<file path="src/sv/odor_valve_sequencer_top_defines.svh">
// Assertion macros for the odor valve sequencer.
// Each expects clk and rst_n in scope at the point of use.
`ifndef ODOR_VALVE_SEQUENCER_TOP_DEFINES_SVH
`define ODOR_VALVE_SEQUENCER_TOP_DEFINES_SVH

// The consequent must hold in the same cycle as the antecedent.
`define OVS_ASSERT_SAME(lbl, ante, cons) \
  lbl: assert property (@(posedge clk) disable iff (!rst_n) (ante) |-> (cons)) \
    else $error("odor valve sequencer: same-cycle check failed");

// The consequent must hold in the cycle after the antecedent.
`define OVS_ASSERT_NEXT(lbl, ante, cons) \
  lbl: assert property (@(posedge clk) disable iff (!rst_n) (ante) |=> (cons)) \
    else $error("odor valve sequencer: next-cycle check failed");

`endif

</file>
<file path="src/sv/ovs_pkg.sv">
package ovs_pkg;

  // Item opcodes.
  localparam logic [1:0] OP_TICK   = 2'd0;
  localparam logic [1:0] OP_MASK   = 2'd1;
  localparam logic [1:0] OP_ENABLE = 2'd2;

  // Configuration register indexes.
  localparam logic [2:0] CFG_MIN_POKE     = 3'd0;
  localparam logic [2:0] CFG_VAC_CLOSE    = 3'd1;
  localparam logic [2:0] CFG_MIN_DELIVERY = 3'd2;
  localparam logic [2:0] CFG_MAX_DELIVERY = 3'd3;
  localparam logic [2:0] CFG_DWELL        = 3'd4;
  localparam logic [2:0] CFG_TRANSITION   = 3'd5;
  localparam logic [2:0] CFG_VAC_SETUP    = 3'd6;
  localparam logic [2:0] CFG_PURGE        = 3'd7;

  // Timing registers, all in microseconds.
  typedef struct packed {
    logic [31:0] min_poke_time;
    logic [31:0] vacuum_close_time;
    logic [31:0] min_delivery_time;
    logic [31:0] max_delivery_time;
    logic [31:0] dwell_time;
    logic [31:0] transition_time;
    logic [31:0] vacuum_setup_time;
    logic [31:0] purge_time;
  } cfg_t;

  // One input beat.
  typedef struct packed {
    logic [1:0]  opcode;
    logic [31:0] now_us;
    logic        beam_level;
    logic [15:0] mask_value;
    logic        enable_value;
  } in_item_t;

  // One result beat.
  typedef struct packed {
    logic [2:0]  fsm_state;
    logic        final_valve_on;
    logic        vacuum_valve_on;
    logic [15:0] odor_lines_on;
    logic [31:0] poke_total;
    logic        poke_event;
    logic        rise_event;
    logic        fall_event;
    logic        odor_request;
  } result_t;

endpackage

</file>
<file path="src/sv/ovs_in_if.sv">
interface ovs_in_if;
  logic        valid;
  logic        ready;
  logic [1:0]  opcode;
  logic [31:0] now_us;
  logic        beam_level;
  logic [15:0] mask_value;
  logic        enable_value;

  modport source (output valid, opcode, now_us, beam_level, mask_value, enable_value,
                  input ready);
  modport sink (input valid, opcode, now_us, beam_level, mask_value, enable_value,
                output ready);
endinterface

</file>
<file path="src/sv/ovs_out_if.sv">
interface ovs_out_if;
  logic        valid;
  logic        ready;
  logic [2:0]  fsm_state;
  logic        final_valve_on;
  logic        vacuum_valve_on;
  logic [15:0] odor_lines_on;
  logic [31:0] poke_total;
  logic        poke_event;
  logic        rise_event;
  logic        fall_event;
  logic        odor_request;

  modport source (output valid, fsm_state, final_valve_on, vacuum_valve_on, odor_lines_on,
                  poke_total, poke_event, rise_event, fall_event, odor_request,
                  input ready);
  modport sink (input valid, fsm_state, final_valve_on, vacuum_valve_on, odor_lines_on,
                poke_total, poke_event, rise_event, fall_event, odor_request,
                output ready);
endinterface

</file>
<file path="src/sv/ovs_cfg.sv">
module ovs_cfg (
  input  logic               clk,
  input  logic               rst_n,
  input  logic               cfg_we,
  input  logic [2:0]         cfg_index,
  input  logic [31:0]        cfg_wdata,
  output ovs_pkg::cfg_t      cfg
);

  ovs_pkg::cfg_t cfg_r;

  // Timing registers, written one at a time by index.
  always_ff @(posedge clk) begin
    if (!rst_n) begin
      cfg_r.min_poke_time     <= 32'd100000;
      cfg_r.vacuum_close_time <= 32'd100000;
      cfg_r.min_delivery_time <= 32'd500000;
      cfg_r.max_delivery_time <= 32'd2000000;
      cfg_r.dwell_time        <= 32'd1000000;
      cfg_r.transition_time   <= 32'd500000;
      cfg_r.vacuum_setup_time <= 32'd500000;
      cfg_r.purge_time        <= 32'd1000000;
    end else if (cfg_we) begin
      case (cfg_index)
        ovs_pkg::CFG_MIN_POKE:     cfg_r.min_poke_time     <= cfg_wdata;
        ovs_pkg::CFG_VAC_CLOSE:    cfg_r.vacuum_close_time <= cfg_wdata;
        ovs_pkg::CFG_MIN_DELIVERY: cfg_r.min_delivery_time <= cfg_wdata;
        ovs_pkg::CFG_MAX_DELIVERY: cfg_r.max_delivery_time <= cfg_wdata;
        ovs_pkg::CFG_DWELL:        cfg_r.dwell_time        <= cfg_wdata;
        ovs_pkg::CFG_TRANSITION:   cfg_r.transition_time   <= cfg_wdata;
        ovs_pkg::CFG_VAC_SETUP:    cfg_r.vacuum_setup_time <= cfg_wdata;
        ovs_pkg::CFG_PURGE:        cfg_r.purge_time        <= cfg_wdata;
        default: ;
      endcase
    end
  end

  assign cfg = cfg_r;

endmodule

</file>
<file path="src/sv/ovs_core.sv">
module ovs_core #(
  parameter int NUM_ODOR_LINES = 16
) (
  input  logic                 clk,
  input  logic                 rst_n,
  input  logic                 adv,
  input  ovs_pkg::in_item_t    item,
  input  ovs_pkg::cfg_t        cfg,
  output ovs_pkg::result_t     res
);

  typedef enum logic [2:0] {
    PH_RESET    = 3'd0,
    PH_SETUP    = 3'd1,
    PH_DISPENSE = 3'd2,
    PH_DELIVER  = 3'd3,
    PH_DWELL    = 3'd4,
    PH_PRECLEAN = 3'd5,
    PH_VACUUM   = 3'd6,
    PH_PURGE    = 3'd7
  } phase_t;

  // Odor outputs that exist on this build; the rest are never driven.
  localparam logic [15:0] ValidOdorBits = (NUM_ODOR_LINES >= 16) ? 16'hFFFF :
                                          16'((32'd1 << NUM_ODOR_LINES) - 32'd1);

  phase_t      phase_r, phase_nxt;
  logic [31:0] entry_time_r, entry_time_nxt;
  logic [31:0] poke_start_r, poke_start_nxt;
  logic        raw_level_r, raw_level_nxt;
  logic        beam_broken_r, beam_broken_nxt;
  logic        poke_latched_r, poke_latched_nxt;
  logic        poke_pending_r, poke_pending_nxt;
  logic        poke_blocked_r, poke_blocked_nxt;
  logic        request_sent_r, request_sent_nxt;
  logic        disabled_r, disabled_nxt;
  logic [15:0] odor_mask_r, odor_mask_nxt;
  logic [31:0] delivery_cnt_r, delivery_cnt_nxt;
  logic        drv_final_r, drv_final_nxt;
  logic        drv_vac_r, drv_vac_nxt;
  logic [15:0] drv_odor_r, drv_odor_nxt;

  phase_t      cur_phase;
  phase_t      tgt_phase;
  logic [31:0] poke_dur;
  logic [31:0] phase_dur;
  logic        ev_poke, ev_rise, ev_fall, ev_req;

  // Next state per item: mask load, enable, or tick (poke, request, phase step).
  always_comb begin
    phase_nxt        = phase_r;
    entry_time_nxt   = entry_time_r;
    poke_start_nxt   = poke_start_r;
    raw_level_nxt    = raw_level_r;
    beam_broken_nxt  = beam_broken_r;
    poke_latched_nxt = poke_latched_r;
    poke_pending_nxt = poke_pending_r;
    poke_blocked_nxt = poke_blocked_r;
    request_sent_nxt = request_sent_r;
    disabled_nxt     = disabled_r;
    odor_mask_nxt    = odor_mask_r;
    delivery_cnt_nxt = delivery_cnt_r;
    drv_final_nxt    = drv_final_r;
    drv_vac_nxt      = drv_vac_r;
    drv_odor_nxt     = drv_odor_r;
    cur_phase        = phase_r;
    tgt_phase        = phase_r;
    poke_dur         = '0;
    phase_dur        = '0;
    ev_poke          = 1'b0;
    ev_rise          = 1'b0;
    ev_fall          = 1'b0;
    ev_req           = 1'b0;

    case (item.opcode)
      ovs_pkg::OP_MASK: begin
        odor_mask_nxt = item.mask_value;
      end
      ovs_pkg::OP_ENABLE: begin
        if (item.enable_value) begin
          disabled_nxt = 1'b0;
        end else begin
          disabled_nxt     = 1'b1;
          drv_final_nxt    = 1'b0;
          drv_vac_nxt      = 1'b0;
          drv_odor_nxt     = '0;
          phase_nxt        = PH_RESET;
          poke_pending_nxt = 1'b0;
          beam_broken_nxt  = 1'b0;
          poke_latched_nxt = 1'b0;
          poke_blocked_nxt = 1'b0;
        end
      end
      ovs_pkg::OP_TICK: begin
        if (!disabled_r) begin
          // Raw edges; a poke only starts when detection is not blocked.
          if (!item.beam_level) begin
            poke_start_nxt = item.now_us;
            if (raw_level_r) begin
              beam_broken_nxt  = 1'b0;
              poke_latched_nxt = 1'b0;
              ev_fall          = 1'b1;
            end
            raw_level_nxt = 1'b0;
          end else begin
            if (!raw_level_r) begin
              if (!poke_blocked_r) begin
                beam_broken_nxt = 1'b1;
                poke_start_nxt  = item.now_us;
              end else begin
                beam_broken_nxt = 1'b0;
              end
              ev_rise = 1'b1;
            end
            raw_level_nxt = 1'b1;
          end

          // Qualify the poke once it has been held long enough.
          poke_dur = item.now_us - poke_start_nxt;
          if (beam_broken_nxt && !poke_latched_nxt && (poke_dur >= cfg.min_poke_time)) begin
            poke_pending_nxt = 1'b1;
            poke_latched_nxt = 1'b1;
            ev_poke          = 1'b1;
          end

          // Ask for the next mask; an empty mask in dispense restarts the cycle.
          if ((odor_mask_r == '0) && !request_sent_r) begin
            if (phase_r == PH_DISPENSE) begin
              ev_req           = 1'b1;
              request_sent_nxt = 1'b1;
              cur_phase        = PH_RESET;
            end else if (phase_r == PH_PURGE) begin
              ev_req           = 1'b1;
              request_sent_nxt = 1'b1;
            end
          end

          // Phase step against the time spent in the current phase.
          tgt_phase = cur_phase;
          phase_dur = item.now_us - entry_time_r;
          case (cur_phase)
            PH_RESET: begin
              drv_final_nxt = 1'b0;
              drv_vac_nxt   = 1'b0;
              drv_odor_nxt  = '0;
              tgt_phase     = PH_SETUP;
            end
            PH_SETUP: begin
              if (odor_mask_r == '0) begin
                poke_pending_nxt = 1'b0;
              end else if (phase_dur >= cfg.vacuum_close_time) begin
                drv_odor_nxt = odor_mask_r & ValidOdorBits;
                tgt_phase    = PH_DISPENSE;
              end
            end
            PH_DISPENSE: begin
              if (poke_pending_nxt) tgt_phase = PH_DELIVER;
            end
            PH_DELIVER: begin
              if (((phase_dur >= cfg.min_delivery_time) && !poke_latched_nxt) ||
                  (phase_dur >= cfg.max_delivery_time)) begin
                tgt_phase = PH_DWELL;
              end
            end
            PH_DWELL: begin
              if (poke_pending_nxt) begin
                tgt_phase = PH_DELIVER;
              end else if (phase_dur >= cfg.dwell_time) begin
                tgt_phase = PH_PRECLEAN;
              end
            end
            PH_PRECLEAN: begin
              if (phase_dur >= cfg.transition_time) tgt_phase = PH_VACUUM;
            end
            PH_VACUUM: begin
              if (phase_dur >= cfg.vacuum_setup_time) tgt_phase = PH_PURGE;
            end
            default: begin
              if (phase_dur >= cfg.purge_time) tgt_phase = PH_SETUP;
            end
          endcase

          // Actions on entering a new phase.
          if (tgt_phase != cur_phase) begin
            entry_time_nxt = item.now_us;
            case (tgt_phase)
              PH_SETUP: begin
                drv_final_nxt = 1'b0;
                drv_vac_nxt   = 1'b0;
                drv_odor_nxt  = '0;
              end
              PH_DISPENSE: begin
                poke_blocked_nxt = 1'b0;
                request_sent_nxt = 1'b0;
              end
              PH_DELIVER: begin
                drv_final_nxt    = 1'b1;
                delivery_cnt_nxt = delivery_cnt_r + 32'd1;
                poke_blocked_nxt = 1'b1;
                poke_pending_nxt = 1'b0;
              end
              PH_DWELL: begin
                drv_final_nxt    = 1'b0;
                poke_blocked_nxt = 1'b0;
              end
              PH_PRECLEAN: begin
                poke_blocked_nxt = 1'b1;
                drv_final_nxt    = 1'b0;
              end
              PH_VACUUM: begin
                drv_odor_nxt = '0;
                drv_vac_nxt  = 1'b1;
              end
              PH_PURGE: begin
                drv_final_nxt    = 1'b1;
                odor_mask_nxt    = '0;
                request_sent_nxt = 1'b0;
              end
              default: ;
            endcase
          end
          phase_nxt = tgt_phase;
        end
      end
      default: ;
    endcase
  end

  // Result of the item, taken from the state it leaves behind.
  always_comb begin
    res.fsm_state       = phase_nxt;
    res.final_valve_on  = drv_final_nxt;
    res.vacuum_valve_on = drv_vac_nxt;
    res.odor_lines_on   = drv_odor_nxt;
    res.poke_total      = delivery_cnt_nxt;
    res.poke_event      = ev_poke;
    res.rise_event      = ev_rise;
    res.fall_event      = ev_fall;
    res.odor_request    = ev_req;
  end

  // Sequencer state, updated once per processed beat.
  always_ff @(posedge clk) begin
    if (!rst_n) begin
      phase_r        <= PH_RESET;
      entry_time_r   <= '0;
      poke_start_r   <= '0;
      raw_level_r    <= 1'b0;
      beam_broken_r  <= 1'b0;
      poke_latched_r <= 1'b0;
      poke_pending_r <= 1'b0;
      poke_blocked_r <= 1'b0;
      request_sent_r <= 1'b0;
      disabled_r     <= 1'b1;
      odor_mask_r    <= '0;
      delivery_cnt_r <= '0;
      drv_final_r    <= 1'b0;
      drv_vac_r      <= 1'b0;
      drv_odor_r     <= '0;
    end else if (adv) begin
      phase_r        <= phase_nxt;
      entry_time_r   <= entry_time_nxt;
      poke_start_r   <= poke_start_nxt;
      raw_level_r    <= raw_level_nxt;
      beam_broken_r  <= beam_broken_nxt;
      poke_latched_r <= poke_latched_nxt;
      poke_pending_r <= poke_pending_nxt;
      poke_blocked_r <= poke_blocked_nxt;
      request_sent_r <= request_sent_nxt;
      disabled_r     <= disabled_nxt;
      odor_mask_r    <= odor_mask_nxt;
      delivery_cnt_r <= delivery_cnt_nxt;
      drv_final_r    <= drv_final_nxt;
      drv_vac_r      <= drv_vac_nxt;
      drv_odor_r     <= drv_odor_nxt;
    end
  end

endmodule

</file>
<file path="src/sv/odor_valve_sequencer_top.sv">
// Odor valve sequencer.
// Input channel in_ch carries one beat per event: a tick (timestamp and beam
// level), an odor mask load or an enable/disable command. Every input beat
// produces exactly one result beat on out_ch, in order, holding the phase,
// the valve drives, the delivery count and the events of that beat.
// Timing registers are to be written through cfg_we, cfg_index and cfg_wdata
// only while the block is idle; this binds the user, the block has no check.
// A beat is held in the input register, passes through the phase logic and
// its result is registered in the result register.
// Throughput: one beat per cycle while out_ch.ready stays high, set by the
// single pass through the phase logic between the input and result registers.
// A stalled receiver holds the result register; one more beat can wait in the
// input register, after which in_ch.ready falls until the result is taken.
// Reset (rst_n low, synchronous) empties both registers, loads the default
// timings, puts the sequencer in its reset phase with all valves off, and
// leaves it disabled until an enable beat arrives.
`include "odor_valve_sequencer_top_defines.svh"

module odor_valve_sequencer_top #(
  parameter int NUM_ODOR_LINES = 16
) (
  input  logic         clk,
  input  logic         rst_n,
  ovs_in_if.sink       in_ch,
  ovs_out_if.source    out_ch,
  input  logic         cfg_we,
  input  logic [2:0]   cfg_index,
  input  logic [31:0]  cfg_wdata
);

  ovs_pkg::cfg_t     cfg;
  ovs_pkg::in_item_t in_item;
  ovs_pkg::in_item_t in_item_r;
  ovs_pkg::result_t  res;
  ovs_pkg::result_t  out_res_r;
  logic              in_vld_r;
  logic              out_vld_r;
  logic              adv;
  logic              out_early_phase;
  logic              out_vacuum_phase;

  ovs_cfg u_cfg (
    .clk       (clk),
    .rst_n     (rst_n),
    .cfg_we    (cfg_we),
    .cfg_index (cfg_index),
    .cfg_wdata (cfg_wdata),
    .cfg       (cfg)
  );

  ovs_core #(
    .NUM_ODOR_LINES (NUM_ODOR_LINES)
  ) u_core (
    .clk   (clk),
    .rst_n (rst_n),
    .adv   (adv),
    .item  (in_item_r),
    .cfg   (cfg),
    .res   (res)
  );

  // Pack the incoming beat.
  always_comb begin
    in_item.opcode       = in_ch.opcode;
    in_item.now_us       = in_ch.now_us;
    in_item.beam_level   = in_ch.beam_level;
    in_item.mask_value   = in_ch.mask_value;
    in_item.enable_value = in_ch.enable_value;
  end

  // The held beat is processed when the result register is free or draining.
  assign adv         = in_vld_r && (!out_vld_r || out_ch.ready);
  assign in_ch.ready = !in_vld_r || adv;

  // Input and result registers.
  always_ff @(posedge clk) begin
    if (!rst_n) begin
      in_vld_r  <= 1'b0;
      out_vld_r <= 1'b0;
    end else begin
      if (in_ch.valid && in_ch.ready) begin
        in_vld_r <= 1'b1;
      end else if (adv) begin
        in_vld_r <= 1'b0;
      end
      if (adv) begin
        out_vld_r <= 1'b1;
      end else if (out_ch.ready) begin
        out_vld_r <= 1'b0;
      end
    end
  end

  always_ff @(posedge clk) begin
    if (in_ch.valid && in_ch.ready) begin
      in_item_r <= in_item;
    end
    if (adv) begin
      out_res_r <= res;
    end
  end

  // Result channel.
  assign out_ch.valid           = out_vld_r;
  assign out_ch.fsm_state       = out_res_r.fsm_state;
  assign out_ch.final_valve_on  = out_res_r.final_valve_on;
  assign out_ch.vacuum_valve_on = out_res_r.vacuum_valve_on;
  assign out_ch.odor_lines_on   = out_res_r.odor_lines_on;
  assign out_ch.poke_total      = out_res_r.poke_total;
  assign out_ch.poke_event      = out_res_r.poke_event;
  assign out_ch.rise_event      = out_res_r.rise_event;
  assign out_ch.fall_event      = out_res_r.fall_event;
  assign out_ch.odor_request    = out_res_r.odor_request;

  // Phase groups of the held result: reset to dispense, and vacuum to purge.
  assign out_early_phase  = out_res_r.fsm_state inside {3'd0, 3'd1, 3'd2};
  assign out_vacuum_phase = out_res_r.fsm_state inside {3'd6, 3'd7};

  // Checks on the pipeline and on the valve pattern of each phase.
  `OVS_ASSERT_NEXT(a_result_captured, adv, out_vld_r && (out_res_r == $past(res)))
  `OVS_ASSERT_SAME(a_ready_only_when_full, !in_ch.ready, in_vld_r && out_vld_r && !out_ch.ready)
  `OVS_ASSERT_SAME(a_final_off_early, out_vld_r && out_early_phase, !out_res_r.final_valve_on)
  `OVS_ASSERT_SAME(a_vacuum_phases, out_vld_r && out_vacuum_phase, out_res_r.odor_lines_on == '0)

endmodule
</file>
<file path="src/flat_wrapper.sv">
// flat-port wrapper written by rule: the top's interface ports become plain ports
module odor_valve_sequencer_top_flat 
#(
  parameter int NUM_ODOR_LINES = 16
)
  (clk, rst_n, cfg_we, cfg_index, cfg_wdata, in_ch_valid, in_ch_opcode, in_ch_now_us, in_ch_beam_level, in_ch_mask_value, in_ch_enable_value, in_ch_ready, out_ch_valid, out_ch_fsm_state, out_ch_final_valve_on, out_ch_vacuum_valve_on, out_ch_odor_lines_on, out_ch_poke_total, out_ch_poke_event, out_ch_rise_event, out_ch_fall_event, out_ch_odor_request, out_ch_ready);
  ovs_in_if in_ch_i ();
  ovs_out_if out_ch_i ();
  input  logic clk;
  input  logic rst_n;
  input  logic cfg_we;
  input  logic [2:0] cfg_index;
  input  logic [31:0] cfg_wdata;
  input wire logic [$bits(in_ch_i.valid)-1:0] in_ch_valid;
  input wire logic [$bits(in_ch_i.opcode)-1:0] in_ch_opcode;
  input wire logic [$bits(in_ch_i.now_us)-1:0] in_ch_now_us;
  input wire logic [$bits(in_ch_i.beam_level)-1:0] in_ch_beam_level;
  input wire logic [$bits(in_ch_i.mask_value)-1:0] in_ch_mask_value;
  input wire logic [$bits(in_ch_i.enable_value)-1:0] in_ch_enable_value;
  output wire logic [$bits(in_ch_i.ready)-1:0] in_ch_ready;
  output wire logic [$bits(out_ch_i.valid)-1:0] out_ch_valid;
  output wire logic [$bits(out_ch_i.fsm_state)-1:0] out_ch_fsm_state;
  output wire logic [$bits(out_ch_i.final_valve_on)-1:0] out_ch_final_valve_on;
  output wire logic [$bits(out_ch_i.vacuum_valve_on)-1:0] out_ch_vacuum_valve_on;
  output wire logic [$bits(out_ch_i.odor_lines_on)-1:0] out_ch_odor_lines_on;
  output wire logic [$bits(out_ch_i.poke_total)-1:0] out_ch_poke_total;
  output wire logic [$bits(out_ch_i.poke_event)-1:0] out_ch_poke_event;
  output wire logic [$bits(out_ch_i.rise_event)-1:0] out_ch_rise_event;
  output wire logic [$bits(out_ch_i.fall_event)-1:0] out_ch_fall_event;
  output wire logic [$bits(out_ch_i.odor_request)-1:0] out_ch_odor_request;
  input wire logic [$bits(out_ch_i.ready)-1:0] out_ch_ready;
  assign in_ch_i.valid = in_ch_valid;
  assign in_ch_i.opcode = in_ch_opcode;
  assign in_ch_i.now_us = in_ch_now_us;
  assign in_ch_i.beam_level = in_ch_beam_level;
  assign in_ch_i.mask_value = in_ch_mask_value;
  assign in_ch_i.enable_value = in_ch_enable_value;
  assign in_ch_ready = in_ch_i.ready;
  assign out_ch_valid = out_ch_i.valid;
  assign out_ch_fsm_state = out_ch_i.fsm_state;
  assign out_ch_final_valve_on = out_ch_i.final_valve_on;
  assign out_ch_vacuum_valve_on = out_ch_i.vacuum_valve_on;
  assign out_ch_odor_lines_on = out_ch_i.odor_lines_on;
  assign out_ch_poke_total = out_ch_i.poke_total;
  assign out_ch_poke_event = out_ch_i.poke_event;
  assign out_ch_rise_event = out_ch_i.rise_event;
  assign out_ch_fall_event = out_ch_i.fall_event;
  assign out_ch_odor_request = out_ch_i.odor_request;
  assign out_ch_i.ready = out_ch_ready;
  odor_valve_sequencer_top #(.NUM_ODOR_LINES(NUM_ODOR_LINES)) u_core (.clk(clk), .rst_n(rst_n), .in_ch(in_ch_i), .out_ch(out_ch_i), .cfg_we(cfg_we), .cfg_index(cfg_index), .cfg_wdata(cfg_wdata));
endmodule
</file>
<file path="config.mk">
export PLATFORM = sky130hd
export DESIGN_NAME = odor_valve_sequencer_top_flat
export DESIGN_NICKNAME = d
export VERILOG_FILES = /design/src/sv/ovs_pkg.sv /design/src/sv/ovs_in_if.sv /design/src/sv/ovs_out_if.sv /design/src/sv/ovs_cfg.sv /design/src/sv/ovs_core.sv /design/src/sv/odor_valve_sequencer_top.sv /design/src/flat_wrapper.sv
export VERILOG_INCLUDE_DIRS = /design/src /design/src/sv
export SDC_FILE = /design/constraint.sdc
export NUM_CORES = 1
export LEC_CHECK = 0
export BUFFER_PORTS_ARGS = -buffer_cell sky130_fd_sc_hd__buf_2
export CAP_MARGIN = 20
export CELL_PAD_IN_SITES_DETAIL_PLACEMENT = 0
export CELL_PAD_IN_SITES_GLOBAL_PLACEMENT = 1
export CORE_MARGIN = 1.5
export CORE_UTILIZATION = 40
export CTS_CLUSTER_SIZE = 20
export DETAILED_ROUTE_END_ITERATION = 8
export PLACE_DENSITY_LB_ADDON = 0.08
export SLEW_MARGIN = 20
export SYNTH_ARGS = -nofsm -noshare
export SYNTH_HDL_FRONTEND = slang
export SYNTH_SLANG_ARGS = --single-unit
</file>
<file path="constraint.sdc">
create_clock -name clk -period 14.05 [get_ports clk]
set_input_delay 1.405 -clock clk [delete_from_list [all_inputs] [get_ports clk]]
set_output_delay 1.405 -clock clk [all_outputs]
set_load 0.05 [all_outputs]
</file>
==> run summary, run 1 <==
The worst hold margin is around 0.45 ns. The fraction of layout cells with a size suffix above 1 is 10.1%. The die covers between 70,000 and 80,000 sq um. The floorplan step defined a core boundary enclosing around 70,000 sq um. The die span in y is between 200 and 300 um. Across the VDD grid, the largest voltage drop is 0.0987 mV. The number of CTS-inserted buffers is about 60. The H-tree was split into 2 levels.

In the synthesized netlist, the number of instances is roughly 3,300. After routing, the total negative slack on setup checks comes to 0 ns. The total power draw is 3.76 mW. For this run, the top clock speed supported by timing is around 0.11 GHz. Detailed routing inserted a total of ~23,000 vias. The area of the multi-input gates came out at 15,500 sq um.

The smallest clock period supported by the final layout is computed as 8.71 ns. The ratio of final minimum period to clock period is 62.0%. The number of distinct standard cells referenced by the synthesized netlist came out at 80. The initial utilization of the core area, before any placement, comes to 40.6%. The number of ports placed on the die boundary is approximately 150. Entering global routing, the biggest net connects between 150 and 200 pins. The top-area cell type share of the netlist area is 28.0%. The worst-case headroom to the max-slew limit is approximately 29%. The critical path's slowest cell is sky130_fd_sc_hd__o31ai_1.

STA classifies the critical path startpoint as a register. The total overflow reported by the global router is 0. The insertion delay of the later-clocked pin in the worst-skew pair is 0.62 ns. The flow ran to the end, and the final reports show no timing, DRC or antenna violations. The die span in x is about 270 um. The number of antenna violations at the first check in global routing came out at 2.

The count of hold-fix buffers inserted at cts is 0. The floorplan has between 90 and 100 rows. Global routing used about 22% of the available tracks.

The area added between synthesis and finish came out at 13.1%. The yosys synthesis warning count is 0. The initial detailed-routing violation count came out at around 1,300. The post-cts resize count came out at 0. The startpoint identified for the worst register-to-register timing path is u_core.in_item_r[17]. The largest clock skew in the final design is between 0.01 and 0.015 ns. The root buffer cell chosen for the clock tree is sky130_fd_sc_hd__clkbuf_16. The synthesized netlist occupies a cell area of around 29,000 sq um. The worst setup path startpoint is u_core.in_item_r[17].

The minimum setup slack after placement came out at about 5.1 ns. In this design, the stage delay of the slowest critical-path cell is between 0.6 and 0.7 ns. A synthesized cell averages approximately 8.5 sq um. The final instance count without filler cells came out at 4,419.

Counting along the longest clock path gives a buffer depth of 3. The number of buffer cells added on primary ports came out at 150. Setup repair after global routing left no endpoint under its margin.

The buffer count from post-CTS setup fixing is 0. The via count of the first global-routing pass is ~23,000. The category of the worst setup path capture point is a register.

The layout net count came out at a little under 4,000. The max-slew violation count is 0. After detailed routing, the total wire length is ~81,000 um. For this run, the leading register cell type out of synthesis is sky130_fd_sc_hd__dfxtp_1. The DRC violation count after routing is 0. For the pin with the worst max-slew slack, the measured transition is 1.04 ns.

The last weighted congestion value of the routability-driven placer came out at roughly 0.88. Counting flops with a built-in enable in the synthesized netlist gives 109. The cell area power density is approximately 120 nW/um^2.

The fill cell total of the finished layout is around 6,900. The final number of hold-violating endpoints came out at 0. The static leakage came out at 13.1 nW. The CTS tree is yes. The share of async-settable or async-resettable flops after synthesis came out at 0%. The top fanout value on the critical path came out at 34. The final-report setup violation count came out at 0. The detailed-router iteration count before antenna repair is 5. The kind of critical path is register to register.

For this run, the register share of the synthesized area comes to between 30 and 40%. When the netlist entered floorplanning its net count stood at approximately 3,700. The routed wire length per instance is roughly 18 um. The total instance count after detailed placement came out at 4,307. The total clock sinks is approximately 510.

Across the whole layout, storage elements account for about 11,000 sq um. The finished layout cell area came out at 32,200 sq um. The wire-length estimate of the detail-placed layout is between 50,000 and 60,000 um. The endpoint required time on the critical path is around 14 ns. After clock tree synthesis, the clock-pin slew on the worst setup and hold paths is ~0.060 ns. In the post-synthesis netlist, the biggest area contributors are sky130_fd_sc_hd__dfxtp_1, sky130_fd_sc_hd__ha_1, sky130_fd_sc_hd__edfxtp_1, sky130_fd_sc_hd__nand2_1, sky130_fd_sc_hd__a21oi_1. The arrival time of data at the critical path endpoint is about 9.1 ns. The wire length of the first global-routing pass is approximately 130,000 um. The vias per cell came out at 5.30. In this run the worst hold path is classified as register to register. The number of nets still failing antenna checks after routing is 0. The worst hold path begins at u_core.u_cfg.cfg[66]. Cells fill between 40% and 50% of the core in the end.

The placed instances occupy a cell area of ~30,000 sq um. The register-to-register setup slack is between 5 and 6 ns. Across all setup checks in the final design, the least slack found is roughly 5.3 ns. The register bit count reported by yosys came out at slightly above 500. The total inserted antenna cells came out at 0. Of all cell types, the one taking the most synthesized area is sky130_fd_sc_hd__dfxtp_1. The max-capacitance violation count came out at 0.
## cell usage after synthesis (12+ instances only)
master,n
sky130_fd_sc_hd__a211oi_1,45
sky130_fd_sc_hd__a21o_1,66
sky130_fd_sc_hd__a21oi_1,337
sky130_fd_sc_hd__a22o_1,20
sky130_fd_sc_hd__a31oi_1,12
sky130_fd_sc_hd__clkbuf_1,118
sky130_fd_sc_hd__clkbuf_2,22
sky130_fd_sc_hd__dfxtp_1,398
sky130_fd_sc_hd__edfxtp_1,109
sky130_fd_sc_hd__ha_1,320
sky130_fd_sc_hd__inv_1,303
sky130_fd_sc_hd__mux2i_1,67
sky130_fd_sc_hd__nand2_1,590
sky130_fd_sc_hd__nand2b_1,24
sky130_fd_sc_hd__nand3_1,50
sky130_fd_sc_hd__nand4_1,37
sky130_fd_sc_hd__nor2_1,216
sky130_fd_sc_hd__nor2b_1,30
sky130_fd_sc_hd__nor3_1,50
sky130_fd_sc_hd__nor4_1,21
sky130_fd_sc_hd__o211ai_1,77
sky130_fd_sc_hd__o21a_1,12
sky130_fd_sc_hd__o21ai_0,59
sky130_fd_sc_hd__o21bai_1,18
sky130_fd_sc_hd__o22a_1,28
sky130_fd_sc_hd__or3_1,13
sky130_fd_sc_hd__or4_1,18
sky130_fd_sc_hd__xnor2_1,44
sky130_fd_sc_hd__xor2_1,46
## sequential cells by signal, summed over array words and instances (netlist names), 16 cells and up
name	flops
u_core.u_core.odor_mask_r	16
u_core.u_core.delivery_cnt_r	32
u_core.out_ch.poke_total	32
u_core.u_core.entry_time_r	32
u_core.u_core.drv_odor_r	16
u_core.u_cfg.cfg	256
u_core.u_core.poke_start_r	32
u_core.out_ch.odor_lines_on	16
u_core.in_item_r	52
## critical path: cells and delay by family (launching register included)
| kind | cells | cell delay, ns |
|---|---|---|
| multiplexers | 1 | 0.42 |
| AND/OR/NAND/NOR | 7 | 2.09 |
| buffers and inverters | 3 | 0.84 |
| adder cells (fa/ha/maj) | 3 | 0.73 |
| flip-flops | 1 | 0.45 |
| XOR/XNOR | 2 | 0.24 |
| AO/OA/AOI/OAI | 13 | 3.56 |
## logic make-up after synthesis
kind of cell    after synthesis  share of synthesized area (%)
compound gates              776                           17.7
xor+xnor                     90                           2.77
fa+ha+maj                   322                           14.2
buf+inv                     474                           6.59
flops                       507                           39.4
mux                          69                           2.43
simple gates               1097                           16.9
## report_power, final
part	internal, mW	leakage, nW	switching (mW)	total [mW]
logic	0.239	7.85	0.406	0.645
clock network	0.941	0.988	0.631	1.57
registers	1.52	4.26	0.0220	1.55
## cell usage in the layout, fill, tap and decap left out, types with 46 or more instances in the layout
master / instances
sky130_fd_sc_hd__buf_2: 149
sky130_fd_sc_hd__inv_1: 301
sky130_fd_sc_hd__dfxtp_1: 398
sky130_fd_sc_hd__nand2_1: 589
sky130_fd_sc_hd__o21ai_0: 59
sky130_fd_sc_hd__o211ai_1: 77
sky130_fd_sc_hd__nand3_1: 50
sky130_fd_sc_hd__xor2_1: 46
sky130_fd_sc_hd__buf_4: 53
sky130_fd_sc_hd__edfxtp_1: 109
sky130_fd_sc_hd__mux2i_1: 67
sky130_fd_sc_hd__nor2_1: 209
sky130_fd_sc_hd__a21oi_1: 337
sky130_fd_sc_hd__ha_1: 320
sky130_fd_sc_hd__a21o_1: 66
sky130_fd_sc_hd__clkbuf_16: 61
sky130_fd_sc_hd__nor3_1: 48
## routing by layer
| metal | up-vias | track usage, % | share of wire (%) | wire (um) |
|---|---|---|---|---|
| met5 | - | 0 | 0.017 | 14 |
| met4 | 2 | 6.31 | 2.6 | 2100 |
| met3 | 136 | 2.36 | 3.0 | 2450 |
| met2 | 383 | 40.0 | 50 | 40900 |
| met1 | 11100 | 27.2 | 44 | 35800 |
| li1 | 11800 | - | - | - |
## worst paths after layout
kind                                                     end  cells past startpoint
worst min register to register          u_core.u_cfg.cfg[66]                      2
worst min-delay path                    u_core.u_cfg.cfg[66]                      2
worst max-delay path            u_core.out_ch.poke_total[30]                     29
worst max register to register  u_core.out_ch.poke_total[30]                     29
## cell type report
type | instances | area share (%)
well taps | 940 | 3.65
inverters | 303 | 3.55
flip-flops and latches | 507 | 34.9
multi-input cells | 2354 | 48.0
clock inverters | 22 | 0.660
clock buffers | 88 | 5.52
repair buffers | 205 | 3.74
No activity file was read; power rests on OpenSTA's default activity.
==> run 2: changes to the inputs <==
--- a/config.mk
+++ b/config.mk
@@ -6,6 +6,7 @@
 export SDC_FILE = /design/constraint.sdc
 export NUM_CORES = 1
 export LEC_CHECK = 0
+export ABC_AREA = 1
 export BUFFER_PORTS_ARGS = -buffer_cell sky130_fd_sc_hd__buf_2
 export CAP_MARGIN = 20
 export CELL_PAD_IN_SITES_DETAIL_PLACEMENT = 0
==> constraint.sdc (replaced) <==
create_clock -name clk -period 8.7 [get_ports clk]
set_input_delay 0.87 -clock clk [delete_from_list [all_inputs] [get_ports clk]]
set_output_delay 0.87 -clock clk [all_outputs]
set_load 0.05 [all_outputs]
==> run summary, run 2 <==
The number of antenna violations at the first check in global routing came out at 3 (+1). The finished layout cell area was 32,700 sq um (+1.4%). The buffer count from post-CTS setup fixing came out at 0 (unchanged). Summed over all instances, the cell type with the most area after synthesis is sky130_fd_sc_hd__dfxtp_1. The upper clock frequency limit is 0.140 GHz (+22%). The fill cell total of the finished layout is 7,178 (+3.9%). STA classifies the critical path endpoint as a register. The core box area came to 71,400 sq um (+1.6%). The post-place instance area is 30,500 sq um (+1.1%). The wire length of the first global-routing pass came to 134,000 um (+4.5%).

The largest clock skew in the final design was 0.0275 ns (+0.0126 ns). The number of distinct standard cells referenced by the synthesized netlist came out at 51 (-36%). The overall die area is 73,500 sq um (+0.93%). The total routed wirelength came out at 86,600 um (+6.5%). The share of the yosys chip area belonging to registers was 39.1% (-0.37 points). The number of flip-flops under the largest register name came out at 256 (unchanged). The max-slew violation count is 0 (unchanged). The die span in y is 271 um (+0.46%). The max-capacitance violation count came out at 0 (unchanged). The maximum level of the CTS H-tree is 2 (unchanged). The transition time at the pin with the least slew margin is 1.10 ns (+0.0597 ns).

The fraction of layout cells with a size suffix above 1 came out at 9.37% (-0.72 points). Yosys attributes the largest share of cell area to sky130_fd_sc_hd__dfxtp_1, sky130_fd_sc_hd__ha_1, sky130_fd_sc_hd__edfxtp_1, sky130_fd_sc_hd__a21oi_1, sky130_fd_sc_hd__nand2_1. The largest net degree at the start of global routing is 138 (-23%). The number of buffer cells added on primary ports is 150 (unchanged). From synthesis to final layout, the design area changed by 13.6%. The startpoint class of the critical path is a register.

The number of nets still failing antenna checks after routing is 0 (unchanged). The initial detailed-routing violation count is 1,617 (+27%). The prevailing post-synth register cell is sky130_fd_sc_hd__dfxtp_1. The count of hold-fix buffers inserted at cts came out at 0 (unchanged).

The initial core utilization came to 40.3% (-0.25 points). The ratio of final minimum period to clock period is 81.8% (+20 points). TritonCTS built the clock tree. The global-route usage over all layers is 23.3% (+1.3 points). The yosys synthesis warning count came to 0 (unchanged). The library cells used most frequently in the layout, excluding fill and tap cells, are sky130_fd_sc_hd__nand2_1, sky130_fd_sc_hd__inv_1, sky130_fd_sc_hd__a21oi_1. The detailed-router iteration count before antenna repair is 5 (unchanged).

The static leakage is 14.5 nW (+11%). The total clock sinks is 507 (unchanged). The sequential cell area is 11,200 sq um (unchanged). The number of enable-type register cells in the synthesized netlist came out at 109 (unchanged). The total inserted antenna cells came out at 0 (unchanged). The insertion delay of the later-clocked pin in the worst-skew pair came out at 0.64 ns (+0.02 ns).

The critical path is of the register to register type. The endpoint required time on the critical path came to 9.27 ns (-5.13 ns). The arrival time of data at the critical path endpoint was 7.69 ns (-1.37 ns). The layout net count came to 4,216 (+9.7%).

The accumulated negative setup slack came out at 0 ns (unchanged). The last weighted congestion value of the routability-driven placer was 0.904 (+3.2%). The clock transition at the register clock pins on the worst setup and hold paths after CTS came out at 0.06 ns (about the same). Setup repair after global routing left no endpoint under its margin.

The total overflow reported by the global router came out at 0 (unchanged). The number of vias in the routed layout is 24,800 (+5.9%). The worst-case headroom to the max-slew limit came to 26.2% (-2.4 points). The number of CTS-inserted buffers came out at 60 (+1.7%). The maximum count of clock buffers along a single path came to 3 (unchanged).

The area of the multi-input gates is 14,800 sq um (-4.4%). The share of async-settable or async-resettable flops after synthesis is 0% (unchanged). The longest individual stage delay on the worst path is 0.61 ns (-0.02 ns).

In the post-synthesis netlist, the cell with the most instances is sky130_fd_sc_hd__nand2_1. Counting stages on the worst path, the most repeated cell is sky130_fd_sc_hd__nand2_1. The row count came out at 98 (+1.0%). The routed wire length per instance came to 18.0 um (-2.0%). The tree is rooted in a sky130_fd_sc_hd__clkbuf_16. The vias per cell is 5.17 (-2.6%). The die span in x came out at 271 um (+0.46%). The number of ports placed on the die boundary is 151 (unchanged). The min-delay analysis places its worst path in the category primary input to register.

The most common library cell in the layout ignoring fill and taps is sky130_fd_sc_hd__nand2_1. The synthesized area per cell is 7.81 sq um (-8.6%). The via count of the first global-routing pass came out at 23,700 (+1.6%).

The top fanout value on the critical path is 40 (+18%). The DRC violation count after routing came out at 0 (unchanged). The worst reg-to-reg path cell count came out at 41 (+41%).

The top-area cell type share of the netlist area came out at 27.7% (-0.26 points). The netlist area before placement is 28,800 sq um (+0.94%). The number of standard cells after synthesis is 3,683 (+10%).

Among all stages on the critical path, the largest delay is contributed by sky130_fd_sc_hd__o21ai_4. The half-perimeter wire length after detailed placement came to 63,400 um (+9.8%). The commonest cells after synthesis are sky130_fd_sc_hd__nand2_1, sky130_fd_sc_hd__inv_1, sky130_fd_sc_hd__a21oi_1. The cell area power density is 200 nW/um^2 (+72%).

The register bit count reported by yosys came out at 507 (unchanged). The net count after synthesis came out at 4,097 (+9.3%). The final-report setup violation count came to 0 (unchanged). The run finished with clean final reports. The post-route minimum period is 7.12 ns (-1.59 ns). The final number of hold-violating endpoints came out at 0 (unchanged). The post-cts resize count is 0 (unchanged). The number of cells traversed by the worst hold path is 1 (-1). The peak ir drop on the vdd network is 0.152 mV (+54%).
-- run 2: stage by stage --
step	hold slack [ns]	util, %	worst slack (ns)	std cells	total power [mW]
after detailed placement	0.453	42.8	1.63	4689	3.85
after global routing	0.374	45.8	0.845	4802	6.90
after floorplan	0.435	-	3.03	3683	3.43
final	0.399	45.8	1.58	4802	6.55
after CTS	0.356	45.8	1.60	4801	6.62
after global placement	0.445	42.8	1.73	4689	3.83
-- run 2: path summary, 6_finish.rpt --
| path | slack, ns | startpoint | endpoint |
|---|---|---|---|
| worst max register to register | 1.58 | u_core.u_core.poke_blocked_r | u_core.u_core.delivery_cnt_r[30] |
| worst min register to register | 0.46 | u_core.u_core.entry_time_r[18] | u_core.u_core.entry_time_r[18] |
| worst min-delay path | 0.40 | in_ch_now_us[20] | u_core.in_item_r[38] |
| worst max-delay path | 1.58 | u_core.u_core.poke_blocked_r | u_core.u_core.delivery_cnt_r[30] |
-- run 2: power by group --
| group | leakage (nW) | total, mW | internal (mW) | switching (mW) |
|---|---|---|---|---|
| logic | 9.16 | 1.25 | 0.416 | 0.838 |
| clock network | 1.05 | 2.74 | 1.69 | 1.05 |
| registers | 4.29 | 2.55 | 2.50 | 0.0496 |
-- run 2: critical path, delay by kind of cell (launching register included) --
| family | cells | cell delay [ns] |
|---|---|---|
| AO/OA/AOI/OAI | 10 | 2.28 |
| AND/OR/NAND/NOR | 23 | 2.40 |
| adder cells (fa/ha/maj) | 3 | 0.90 |
| buffers and inverters | 4 | 0.97 |
| flip-flops | 1 | 0.35 |
| XOR/XNOR | 1 | 0.09 |
-- run 2: cell families after synthesis --
group                    Yosys count  share of synthesized area, %
AO/OA/AOI/OAI                   1037                          19.2
XOR/XNOR                          63                          1.92
adder cells (fa/ha/maj)          322                          14.1
buffers and inverters            718                          9.56
flip-flops                       507                          39.1
multiplexers                      30                          1.04
AND/OR/NAND/NOR                 1006                          15.1
-- run 2: metal layers --
layer / track usage (%) / vias to the layer above / share of wire [%]
li1: - / 12700 / -
met5: 0 / - / 0
met3: 2.95 / 145 / 5.0
met1: 33.2 / 11500 / 48
met2: 36.0 / 545 / 43
met4: 8.68 / 0 / 3.7
-- run 2: layout make-up --
type,instances,area share [%]
multi-input cells,2458,45.3
clock buffers,77,5.19
clock inverters,35,1.42
well taps,950,3.64
flip-flops and latches,507,34.4
inverters,574,6.60
repair buffers,201,3.49
